**src/sv/utf8d_pkg.sv**
```systemverilog
package utf8d_pkg;

  // Replacement character for an invalid or cut-short sequence.
  localparam logic [20:0] REPL_CHAR = 21'h00FFFD;

  // Lead byte patterns and masks.
  localparam logic [7:0] ASCII_LIMIT = 8'h80;
  localparam logic [7:0] MASK_TWO    = 8'hE0;
  localparam logic [7:0] LEAD_TWO    = 8'hC0;
  localparam logic [7:0] MASK_THREE  = 8'hF0;
  localparam logic [7:0] LEAD_THREE  = 8'hE0;
  localparam logic [7:0] MASK_FOUR   = 8'hF8;
  localparam logic [7:0] LEAD_FOUR   = 8'hF0;

  // One unit of work for the back end: up to four bytes, lead byte first.
  typedef struct packed {
    logic [3:0][7:0] bytes;
    logic [2:0]      have;
    logic            at_end;
  } job_t;

  // Sequence length announced by a lead byte; zero marks an invalid lead.
  function automatic logic [2:0] lead_length(input logic [7:0] c);
    logic [2:0] len;
    len = 3'd0;
    if (c < ASCII_LIMIT) begin
      len = 3'd1;
    end else if ((c & MASK_TWO) == LEAD_TWO) begin
      len = 3'd2;
    end else if ((c & MASK_THREE) == LEAD_THREE) begin
      len = 3'd3;
    end else if ((c & MASK_FOUR) == LEAD_FOUR) begin
      len = 3'd4;
    end
    return len;
  endfunction

  // Builds a code point from a window of bytes starting at the lead byte.
  function automatic logic [20:0] assemble(input logic [3:0][7:0] w, input logic [2:0] len);
    logic [20:0] cp;
    case (len)
      3'd1:    cp = {13'd0, w[0]};
      3'd2:    cp = {10'd0, w[0][4:0], w[1][5:0]};
      3'd3:    cp = {5'd0, w[0][3:0], w[1][5:0], w[2][5:0]};
      default: cp = {w[0][2:0], w[1][5:0], w[2][5:0], w[3][5:0]};
    endcase
    return cp;
  endfunction

endpackage

```
**src/sv/utf8d_if.sv**
```systemverilog
// Byte channel: one raw text byte per request.
interface utf8d_byte_if;
  logic       valid;
  logic       ready;
  logic [7:0] data_byte;
  logic       end_of_string;

  modport source(output valid, output data_byte, output end_of_string, input ready);
  modport sink(input valid, input data_byte, input end_of_string, output ready);
endinterface

// Code point channel: one decoded character per request.
interface utf8d_cp_if;
  logic        valid;
  logic        ready;
  logic [20:0] code_point;
  logic        last_of_run;
  logic        text_done;

  modport source(output valid, output code_point, output last_of_run, output text_done,
                 input ready);
  modport sink(input valid, input code_point, input last_of_run, input text_done,
               output ready);
endinterface

```
**src/sv/utf8_byte_stream_decoder_top.sv**
```systemverilog
// Channel     Modport  Payload                                   Request moves
// byte_chan   sink     data_byte[7:0], end_of_string             one text byte
// cp_chan     source   code_point[20:0], last_of_run, text_done  one code point
//
// Bytes are taken one per cycle while the request queue has room.
// The back end gives one code point per cycle unless stalled; one decode step sets the rate.
// A final byte that cuts a sequence short gives up to three code points.
// Reset is synchronous and clears the pending count, queue pointers and fill, decode position and output valid.
// Each side stalls on its own; the queue and the output register absorb the difference.
module utf8_byte_stream_decoder_top #(
  parameter int QUEUE_DEPTH = 2
) (
  input  logic         clk,
  input  logic         rst,
  utf8d_byte_if.sink   byte_chan,
  utf8d_cp_if.source   cp_chan
);
  import utf8d_pkg::*;

  logic full;
  logic push;
  job_t job;
  logic head_valid;
  job_t head_job;
  logic pop;

  utf8d_front u_front (
    .clk       (clk),
    .rst       (rst),
    .byte_chan (byte_chan),
    .full      (full),
    .push      (push),
    .job       (job)
  );

  utf8d_queue #(
    .DEPTH (QUEUE_DEPTH)
  ) u_queue (
    .clk        (clk),
    .rst        (rst),
    .push       (push),
    .push_job   (job),
    .full       (full),
    .head_valid (head_valid),
    .head_job   (head_job),
    .pop        (pop)
  );

  utf8d_back u_back (
    .clk        (clk),
    .rst        (rst),
    .head_valid (head_valid),
    .head_job   (head_job),
    .pop        (pop),
    .cp_chan    (cp_chan)
  );

endmodule

```
**src/sv/utf8d_front.sv**
```systemverilog
module utf8d_front (
  input  logic            clk,
  input  logic            rst,
  utf8d_byte_if.sink      byte_chan,
  input  logic            full,
  output logic            push,
  output utf8d_pkg::job_t job
);
  import utf8d_pkg::*;

  logic [2:0][7:0] pending;
  logic [1:0]      count;
  logic [1:0]      count_next;
  logic            accept;
  logic [2:0]      have;
  logic [2:0]      len_new;
  logic [2:0]      len_lead;
  logic            emit;

  assign byte_chan.ready = !full;
  assign accept = byte_chan.valid && byte_chan.ready;

  // Decide whether the waiting bytes plus this one form work for the back end.
  always_comb begin
    have     = {1'b0, count} + 3'd1;
    len_new  = lead_length(byte_chan.data_byte);
    len_lead = lead_length(pending[0]);
    if (byte_chan.end_of_string) begin
      emit = 1'b1;
    end else if (count == 2'd0) begin
      emit = (len_new <= 3'd1);
    end else begin
      emit = (have == len_lead);
    end
  end

  // The new byte takes the slot after the waiting ones.
  always_comb begin
    job.bytes[0] = (count == 2'd0) ? byte_chan.data_byte : pending[0];
    job.bytes[1] = (count == 2'd1) ? byte_chan.data_byte : pending[1];
    job.bytes[2] = (count == 2'd2) ? byte_chan.data_byte : pending[2];
    job.bytes[3] = byte_chan.data_byte;
    job.have     = have;
    job.at_end   = byte_chan.end_of_string;
  end

  assign push = accept && emit;

  always_comb begin
    count_next = count;
    if (accept) begin
      count_next = emit ? 2'd0 : count + 2'd1;
    end
  end

  // Pending count is control state; the byte store needs no reset.
  always_ff @(posedge clk) begin
    if (rst) begin
      count <= 2'd0;
    end else begin
      count <= count_next;
    end
  end

  always_ff @(posedge clk) begin
    if (accept && !emit) begin
      pending[count] <= byte_chan.data_byte;
    end
  end

  // The buffer is always empty after the final byte of a text.
  a_empty_after_end: assert property (@(posedge clk) disable iff (rst)
    accept && byte_chan.end_of_string |=> count == 2'd0)
    else $error("pending bytes left after end of text");

  // A byte is only stored while its sequence is still short of its length.
  a_store_short: assert property (@(posedge clk) disable iff (rst)
    accept && !emit && count != 2'd0 |-> have < len_lead)
    else $error("stored byte beyond sequence length");

endmodule

```
**src/sv/utf8d_queue.sv**
```systemverilog
module utf8d_queue #(
  parameter int DEPTH = 2
) (
  input  logic            clk,
  input  logic            rst,
  input  logic            push,
  input  utf8d_pkg::job_t push_job,
  output logic            full,
  output logic            head_valid,
  output utf8d_pkg::job_t head_job,
  input  logic            pop
);
  import utf8d_pkg::*;

  localparam int PTR_W = (DEPTH > 1) ? $clog2(DEPTH) : 1;
  localparam int CNT_W = $clog2(DEPTH + 1);

  job_t             entries [DEPTH];
  logic [PTR_W-1:0] wr_ptr;
  logic [PTR_W-1:0] rd_ptr;
  logic [CNT_W-1:0] fill;

  assign full       = (fill == CNT_W'(DEPTH));
  assign head_valid = (fill != '0);
  assign head_job   = entries[rd_ptr];

  // Pointers wrap at the queue depth.
  always_ff @(posedge clk) begin
    if (rst) begin
      wr_ptr <= '0;
      rd_ptr <= '0;
      fill   <= '0;
    end else begin
      if (push) begin
        wr_ptr <= (wr_ptr == PTR_W'(DEPTH - 1)) ? '0 : wr_ptr + 1'b1;
      end
      if (pop) begin
        rd_ptr <= (rd_ptr == PTR_W'(DEPTH - 1)) ? '0 : rd_ptr + 1'b1;
      end
      if (push && !pop) begin
        fill <= fill + 1'b1;
      end else if (pop && !push) begin
        fill <= fill - 1'b1;
      end
    end
  end

  always_ff @(posedge clk) begin
    if (push) begin
      entries[wr_ptr] <= push_job;
    end
  end

  a_no_overflow: assert property (@(posedge clk) disable iff (rst) full |-> !push)
    else $error("request pushed into a full queue");

  a_no_underflow: assert property (@(posedge clk) disable iff (rst) !head_valid |-> !pop)
    else $error("request popped from an empty queue");

endmodule

```
**src/sv/utf8d_back.sv**
```systemverilog
module utf8d_back (
  input  logic            clk,
  input  logic            rst,
  input  logic            head_valid,
  input  utf8d_pkg::job_t head_job,
  output logic            pop,
  utf8d_cp_if.source      cp_chan
);
  import utf8d_pkg::*;

  logic [1:0]      pos;
  logic [1:0]      pos_next;
  logic [3:0][7:0] window;
  logic [1:0]      idx;
  logic [2:0]      len;
  logic [2:0]      rem;
  logic [2:0]      adv;
  logic [2:0]      pos_sum;
  logic [20:0]     cp;
  logic            last;
  logic            step;
  logic            out_valid;
  logic            out_valid_next;

  // Bytes seen from the current position onwards.
  always_comb begin
    for (int k = 0; k < 4; k++) begin
      idx       = pos + 2'(k);
      window[k] = head_job.bytes[idx];
    end
  end

  // One decode step: a whole sequence or a single replaced byte.
  always_comb begin
    len = lead_length(window[0]);
    rem = head_job.have - {1'b0, pos};
    if (len != 3'd0 && rem >= len) begin
      cp  = assemble(window, len);
      adv = len;
    end else begin
      cp  = REPL_CHAR;
      adv = 3'd1;
    end
    pos_sum = {1'b0, pos} + adv;
    last    = (pos_sum >= head_job.have);
  end

  assign step = head_valid && (!out_valid || cp_chan.ready);
  assign pop  = step && last;

  always_comb begin
    pos_next = pos;
    if (step) begin
      pos_next = last ? 2'd0 : pos_sum[1:0];
    end
    out_valid_next = out_valid;
    if (step) begin
      out_valid_next = 1'b1;
    end else if (cp_chan.ready) begin
      out_valid_next = 1'b0;
    end
  end

  always_ff @(posedge clk) begin
    if (rst) begin
      pos       <= 2'd0;
      out_valid <= 1'b0;
    end else begin
      pos       <= pos_next;
      out_valid <= out_valid_next;
    end
  end

  // Output register; the payload needs no reset.
  always_ff @(posedge clk) begin
    if (step) begin
      cp_chan.code_point  <= cp;
      cp_chan.last_of_run <= last;
      cp_chan.text_done   <= last && head_job.at_end;
    end
  end

  assign cp_chan.valid = out_valid;

  // The position always points inside the bytes of the queue head.
  a_pos_in_range: assert property (@(posedge clk) disable iff (rst)
    head_valid |-> {1'b0, pos} < head_job.have)
    else $error("decode position beyond request bytes");

endmodule
```
**src/flat_wrapper.sv**
```systemverilog
// flat-port wrapper written by rule: the top's interface ports become plain ports
module utf8_byte_stream_decoder_top_flat import utf8d_pkg::*;
#(
  parameter int QUEUE_DEPTH = 2
)
  (clk, rst, byte_chan_valid, byte_chan_data_byte, byte_chan_end_of_string, byte_chan_ready, cp_chan_valid, cp_chan_code_point, cp_chan_last_of_run, cp_chan_text_done, cp_chan_ready);
  utf8d_byte_if byte_chan_i ();
  utf8d_cp_if cp_chan_i ();
  input  logic clk;
  input  logic rst;
  input wire logic [$bits(byte_chan_i.valid)-1:0] byte_chan_valid;
  input wire logic [$bits(byte_chan_i.data_byte)-1:0] byte_chan_data_byte;
  input wire logic [$bits(byte_chan_i.end_of_string)-1:0] byte_chan_end_of_string;
  output wire logic [$bits(byte_chan_i.ready)-1:0] byte_chan_ready;
  output wire logic [$bits(cp_chan_i.valid)-1:0] cp_chan_valid;
  output wire logic [$bits(cp_chan_i.code_point)-1:0] cp_chan_code_point;
  output wire logic [$bits(cp_chan_i.last_of_run)-1:0] cp_chan_last_of_run;
  output wire logic [$bits(cp_chan_i.text_done)-1:0] cp_chan_text_done;
  input wire logic [$bits(cp_chan_i.ready)-1:0] cp_chan_ready;
  assign byte_chan_i.valid = byte_chan_valid;
  assign byte_chan_i.data_byte = byte_chan_data_byte;
  assign byte_chan_i.end_of_string = byte_chan_end_of_string;
  assign byte_chan_ready = byte_chan_i.ready;
  assign cp_chan_valid = cp_chan_i.valid;
  assign cp_chan_code_point = cp_chan_i.code_point;
  assign cp_chan_last_of_run = cp_chan_i.last_of_run;
  assign cp_chan_text_done = cp_chan_i.text_done;
  assign cp_chan_i.ready = cp_chan_ready;
  utf8_byte_stream_decoder_top #(.QUEUE_DEPTH(QUEUE_DEPTH)) u_core (.clk(clk), .rst(rst), .byte_chan(byte_chan_i), .cp_chan(cp_chan_i));
endmodule
```
**config.mk**
```make
export PLATFORM = sky130hd
export DESIGN_NAME = utf8_byte_stream_decoder_top_flat
export DESIGN_NICKNAME = d
export VERILOG_FILES = /design/src/sv/utf8d_pkg.sv /design/src/sv/utf8d_if.sv /design/src/sv/utf8_byte_stream_decoder_top.sv /design/src/sv/utf8d_front.sv /design/src/sv/utf8d_queue.sv /design/src/sv/utf8d_back.sv /design/src/flat_wrapper.sv
export SDC_FILE = /design/constraint.sdc
export NUM_CORES = 1
export LEC_CHECK = 0
export BUFFER_PORTS_ARGS = -buffer_cell sky130_fd_sc_hd__buf_2
export CORE_MARGIN = 2
export CORE_UTILIZATION = 51
export DETAILED_ROUTE_END_ITERATION = 10
export HOLD_SLACK_MARGIN = 0.03
export PLACE_DENSITY = 0.69
export SYNTH_ARGS = -nofsm -noshare
export SYNTH_HDL_FRONTEND = slang
export SYNTH_SLANG_ARGS = --single-unit
```
**constraint.sdc**
```tcl
create_clock -name clk -period 11.2 [get_ports clk]
set_input_delay 0.56 -clock clk [delete_from_list [all_inputs] [get_ports clk]]
set_output_delay 0.56 -clock clk [all_outputs]
set_load 0.05 [all_outputs]
```
Word-level counts from Yosys, hierarchy flattened
Memories as Yosys holds them, arrays and structs flattened. A register that Yosys moved wholly into a read port is not among the register bits.
Cells that the tools add are included.
{ "totals": {"register_bits": 56, "mem_bits_rw": 72, "in_bits": 13, "output_inout_bits": 25, "mem_count": 1} }
{ "classes": {"add_sub_neg": 11, "order_cmp": 12, "eq_ne": 16, "mux": 42, "n_reduce_logical": 21} }
{ "memory_table": {"columns": ["name", "words", "word_bits", "read_ports", "rd_clocked_by_memory_dff", "write_ports", "line", "text"], "rows": [
  ["u_core.u_queue.entries", 2, 36, 1, 1, 1, "utf8d_queue.sv:18", "job_t entries [DEPTH];"]
]} }
{ "op_table": {"columns": ["op", "n"], "rows": [
  ["8-bit binary-select mux with 2-bit select", 4],
  ["21-bit case mux with 3 select lines", 1],
  ["8-bit two-way mux", 5],
  ["3-bit two-way mux", 13],
  ["24-bit bitwise mux", 1],
  ["8-bit < comparator, second input constant", 3],
  ["6-bit two-way mux", 3],
  ["8-bit demux with 2-bit select", 1],
  ["5-bit equality test, second input constant", 3],
  ["2-bit by 3-bit < comparator with 1-bit output, second input constant", 5],
  ["4-bit equality test, second input constant", 3],
  ["1-bit logical AND", 10],
  ["1-bit two-way mux", 10],
  ["3-bit equality test, second input constant", 3],
  ["2-bit two-way mux", 4],
  ["2-bit by 1-bit adder with 2-bit output, second input constant", 3],
  ["3-bit by 2-bit equality test with 1-bit output, second input constant", 2],
  ["3-bit >= comparator", 2],
  ["2-bit nonzero test", 3],
  ["1-bit logical NOT", 5],
  ["2-bit adder, second input constant", 2],
  ["2-bit equality test, second input constant", 2],
  ["2-bit by 1-bit adder with 3-bit output, second input constant", 1],
  ["2-bit by 3-bit adder with 3-bit output", 1],
  ["other kinds (11)", 12]
]} }

Longest topological paths before layout
{ "logic_depth": {"ltp_word": 16, "ltp_mapped": 30, "ltp_nobuf": 25} }

By module
Synthesis repeated with hierarchy kept, for this count alone.
{ "hier_totals": {"hier_cells": 445, "area_unflattened_um2": 6399.9} }
{ "modules_own_cells": {"columns": ["mod", "instances", "cells_each", "area_per_inst_um2"], "rows": [
  ["utf8d_queue", 1, 134, 2816.5],
  ["utf8d_back", 1, 212, 2232.1],
  ["utf8d_front", 1, 99, 1351.3]
]} }

Worst setup path before layout
OpenSTA, ideal clock, no wires.
{ "synth_timing": {"path_kind": "reg2reg", "startpoint": "reg (tool-made name)", "endpoint": "reg u_core.u_queue.fill[1]", "setup_ps": 71, "t_arrival_ps": 5346, "t_required_ps": 11129, "path_slack_ps": 5783, "stages_incl_launch_ff": 29, "path_cell_list": "dfxtp_1 -> buf_6 -> buf_12 -> buf_8 -> buf_4 -> buf_4 -> mux2i_1 -> ha_1 -> inv_1 -> fa_1 -> xor2_1 -> ha_1 -> inv_1 -> o21bai_1 -> o21ai_0 -> nor2_1 -> buf_2 -> nand3_1 -> ha_1 -> fa_1 -> ha_1 -> a21oi_1 -> nor2_1 -> nor2_1 -> inv_1 -> nand2_1 -> ha_1 -> or3_1 -> a21oi_1"} }
{ "synth_lines": {"columns": ["element", "line", "text"], "rows": [
  ["end signal: assignment", "utf8d_queue.sv:41", "fill <= fill + 1'b1;"],
  ["end signal: assignment", "utf8d_queue.sv:43", "fill <= fill - 1'b1;"],
  ["end: declaration", "utf8d_queue.sv:21", "logic [CNT_W-1:0] fill;"]
]} }

==> metrics.md <==
| Metric | Value |
|---|---|
| Outcome | `completed` |
| Critical Path End Type | `flip-flop` |
| Total GRT Usage | `20.7%` |
| Clock sink total | `129` |
| Die H | `roughly 120 µm` |
| Final hold violations | `0` |
| Lkg Pwr | `between 2 and 3 nW` |
| Clk pwr share | `22.2%` |
| Required @ worst endpoint | `roughly 12 ns` |
| CTS buffer count | `17` |
| Register bit total from synthesis | `about 130` |
| DR iter-0 viols | `266` |
| Asr flop ratio synth | `0%` |
| Die Width | `116 µm` |
| Sequential-to-total area share from yosys stat | `between 50 and 60%` |
| Worst-Skew Late Latency | `between 0.4 and 0.5 ns` |
| Share of post-route cells with drive strength above 1 | `between 20% and 30%` |
| Cells after Synth | `463` |
| Synth Flop Type | `edfxtp_1` |
| DRC | `0` |
| IO Pins | `38` |
| Startpoint class of the critical path | `flip-flop` |
| 1st-pass router iterations | `4` |
| Reg2Reg Setup Slack | `4.75 ns` |
| PortBufs | `37` |
| CTS root buffer | `clkbuf_16` |
| HPWL after detailed placement | `approximately 9 mm` |
| Syn Area/Cell | `between 10 and 15 µm²` |
| WHS Endpoint | `u_core.u_queue.entries[1][0]` |
| P&R area growth vs syn | `13.2%` |
| ANT cells | `0` |
| Crit Path Max Fanout | `45` |
| Post-CTS setup buffers | `0` |
| Remaining antenna violation count | `0` |
| Yosys warns | `0` |
| Post-CTS Resized | `0` |
| Post-Syn Nets | `approximately 500` |
| Gp weighted congestion | `~0.9` |
| Fmax | `between 0.15 and 0.2 GHz` |
| Clock Path Buffers | `2` |
| Worst reg2reg endpoint | `u_core.u_queue.fill[1]` |
| Min-Delay Startpoint | `byte_chan_end_of_string` |
| Worst setup path class | `reg -> reg` |
| Wire per inst | `~19 µm` |
| Post-CTS Hold Buffers | `0` |
| Final setup vio count | `0` |
| Relative slew margins | `slightly below 40%` |
| Gr ovfl total | `0` |
| Int Pwr | `approximately 0.0014 W` |
| Clk_skew | `0.0142 ns` |
| Synth cell types | `64` |
| CTS clock-pin slew for the worst setup and hold paths | `around 0.05 ns` |
| Unrepaired setup endpoints after global routing | `no` |
| Setup TNS | `0 ns` |
| Htree depth | `4` |
| CTS tree | `built` |
| Post-Layout Cell Count | `around 680` |
| P_sw | `between 0.0009 and 0.001 W` |
| Power Dens Cells | `between 300 and 400 nW/µm²` |
| Full die area | `roughly 13,000 µm²` |
| Via count | `3,911` |
| Period utilisation layout | `57.6%` |
| Min Tclk post-route | `6.45 ns` |
| Nets | `532` |
| Switching part of the total | `about two fifths` |
| Hold depth | `1` |
| Post-Route WL | `around 13 mm` |
| Cell area after synthesis | `about 6400 µm²` |
| Placeable Area | `~12,000 µm²` |
| Largest net degree at the start of global routing | `46` |
| Placed cell count | `between 600 and 700` |
| Flop pwr share | `between 30% and 40%` |
| WP data arrival | `a little under 7 ns` |
| Min-Delay Path Class | `in -> reg` |
| Slew @ Worst Pin | `about 0.92 ns` |
| Vias in the first global route | `roughly 3,800` |
| Initial antenna violation count | `0` |
| Max-capacitance violation count | `0` |
| Gate power share | `a little under half` |
| Drt via density | `between 5 and 6` |
| Row count | `40` |
| EDFF count, synth | `approximately 120` |
| Initial Util | `52.7%` |
| R2R cell count | `24` |
| Max-slew violations | `0` |
| Worst VDD drop | `between 100 and 150 µV` |
| First-pass GRT wire length | `slightly above 20 mm` |
==> worst max path at each step <==
stage / to / depth (start not counted) / slack [ns] / start
2_1_floorplan: u_core.u_queue.fill[1] / 28 / 5.78 / flip-flop
3_3_place_gp: u_core.u_queue.fill[1] / 24 / 4.98 / flip-flop
3_5_place_dp: u_core.u_queue.fill[1] / 24 / 4.81 / flip-flop
4_1_cts: u_core.u_queue.fill[1] / 24 / 4.78 / flip-flop
5_1_grt: u_core.u_queue.fill[1] / 24 / 4.29 / flip-flop
6_report: u_core.u_queue.fill[1] / 24 / 4.75 / flip-flop
==> placed cells by master (no fill, tap or decap), types with 4 or more instances in the layout <==
cell       Yosys  final
or3_1          4      4
dfxtp_1       10      9
mux2i_1       30     30
nand3b_1       4      4
o21ai_0       11     11
mux4_1         6      6
clkbuf_16      0     17
ha_1          13     13
nor2_1        32     32
buf_2          3     37
nand2b_1      10     10
inv_1         13     13
edfxtp_1     119    119
nand2_1       33     33
o22a_1         4      4
mux4_2         4      4
o211ai_1       5      5
a21oi_1       12     12
and3_1         5      5
o22ai_1        7      7
clkbuf_1       7      5
nand3_1       11     11
xor2_1         4      4
nor3_1         6      6
buf_4          2      5
mux2_2        48     48
==> synthesized netlist by cell type, drive strengths merged (2+ instances only) <==
master   number  share of area (%)
a211oi        3               0.35
a21boi        3               0.35
a21o          2               0.23
a21oi        12               0.94
a221oi        2               0.27
a2bb2oi       3               0.41
a31o          2               0.27
and2          3               0.29
and3          5               0.49
buf          12                1.4
clkbuf        8               0.49
dfxtp        10                3.1
edfxtp      119                 56
fa            2               0.62
ha           13                2.5
inv          13               0.76
mux2         50                8.9
mux2i        31                4.9
mux4         10                3.9
nand2        33                1.9
nand2b       11                1.2
nand3        11               0.86
nand3b        4               0.47
nor2         32                1.9
nor2b         3               0.29
nor3          6               0.47
o211ai        5               0.59
o21ai        11               0.86
o221ai        2               0.27
o22a          4               0.55
o22ai         7               0.68
o31ai         2               0.23
o32a          2               0.31
or3           4               0.39
or4           2               0.29
xnor2         2               0.27
xor2          4               0.55
==> kinds of logic (layout without fill, tap and decap cells) <==
family | after synthesis | in the layout | share of synthesized area [%]
muxes | 91 | 91 | 17.7
DFF | 129 | 129 | 58.9
xor gates and xnor gates | 6 | 6 | 0.820
AOI/OAI and AO/OA | 71 | 71 | 7.90
buffers and inverters | 34 | 86 | 2.73
and+or+nand+nor | 117 | 117 | 8.86
adders and majority gates | 15 | 15 | 3.16
==> per-stage QoR <==
step	util, %	setup slack, ns	hold slack [ns]	cell area, µm²	power (W)
floorplan	-	5.78	0.458	6410	0.00154
global placement	55.3	4.98	0.472	6720	0.00176
detailed placement	55.3	4.81	0.491	6720	0.00176
CTS	59.7	4.78	0.370	7260	0.00227
global route	59.7	4.29	0.378	7260	0.00240
finish	59.7	4.75	0.384	7260	0.00227
==> state kept, by name, indices dropped and copies added (netlist names), 2 cells and up, named ones only <==
name / count
u_core.u_front.pending: 24
u_core.u_back.cp_chan.code_point: 21
u_core.u_front.count: 2
u_core.u_queue.fill: 2
u_core.u_back.pos: 2
u_core.u_queue.entries: 72
==> metal layers <==
| layer | track usage [%] | wire length (µm) | vias to the layer above |
|---|---|---|---|
| met5 | 0 | 0 | - |
| met4 | 9.13 | 226 | 0 |
| met3 | 4.31 | 664 | 20 |
| met2 | 31.2 | 5980 | 131 |
| met1 | 29.5 | 6060 | 1895 |
| li1 | - | - | 1865 |
==> worst max-delay path, stage by stage (launching register included) <==
cell and delay, ns:
dfxtp_2 0.31, buf_4 0.48, mux2_2 0.42, mux4_2 0.54, nand2b_4 0.18, or3_1 0.44
nand2_1 0.12, ha_1 0.12, nand2b_1 0.09, a21oi_1 0.08, o21bai_1 0.20, o21ai_0 0.19
nor2_1 0.58, nand3_1 0.17, ha_1 0.25, fa_1 0.49, ha_1 0.29, a21oi_1 0.14
nor2_1 0.05, nor2_1 0.21, inv_1 0.09, nand2_1 0.11, ha_1 0.29, or3_1 0.38
a21oi_1 0.15
==> power groups by stage <==
stage	Sequential, W	Clock [W]	Combinational [W]
4_1_cts	0.000690	0.000512	0.00107
3_5_place_dp	0.000700	0	0.00106
5_1_grt	0.000698	0.000535	0.00117
2_1_floorplan	0.000848	0	0.000694
6_report	0.000690	0.000505	0.00108
3_3_place_gp	0.000697	0	0.00106
==> final cells by class <==
class,instances,area [µm²]
clock buffers,22,444
clock inverters,8,90.1
fillers,948,4900
inverters,14,52.6
multi-input cells,300,2460
flip-flops and latches,129,3770
well taps,168,210
repair buffers,42,223
Power figures use the tool's default switching activity.
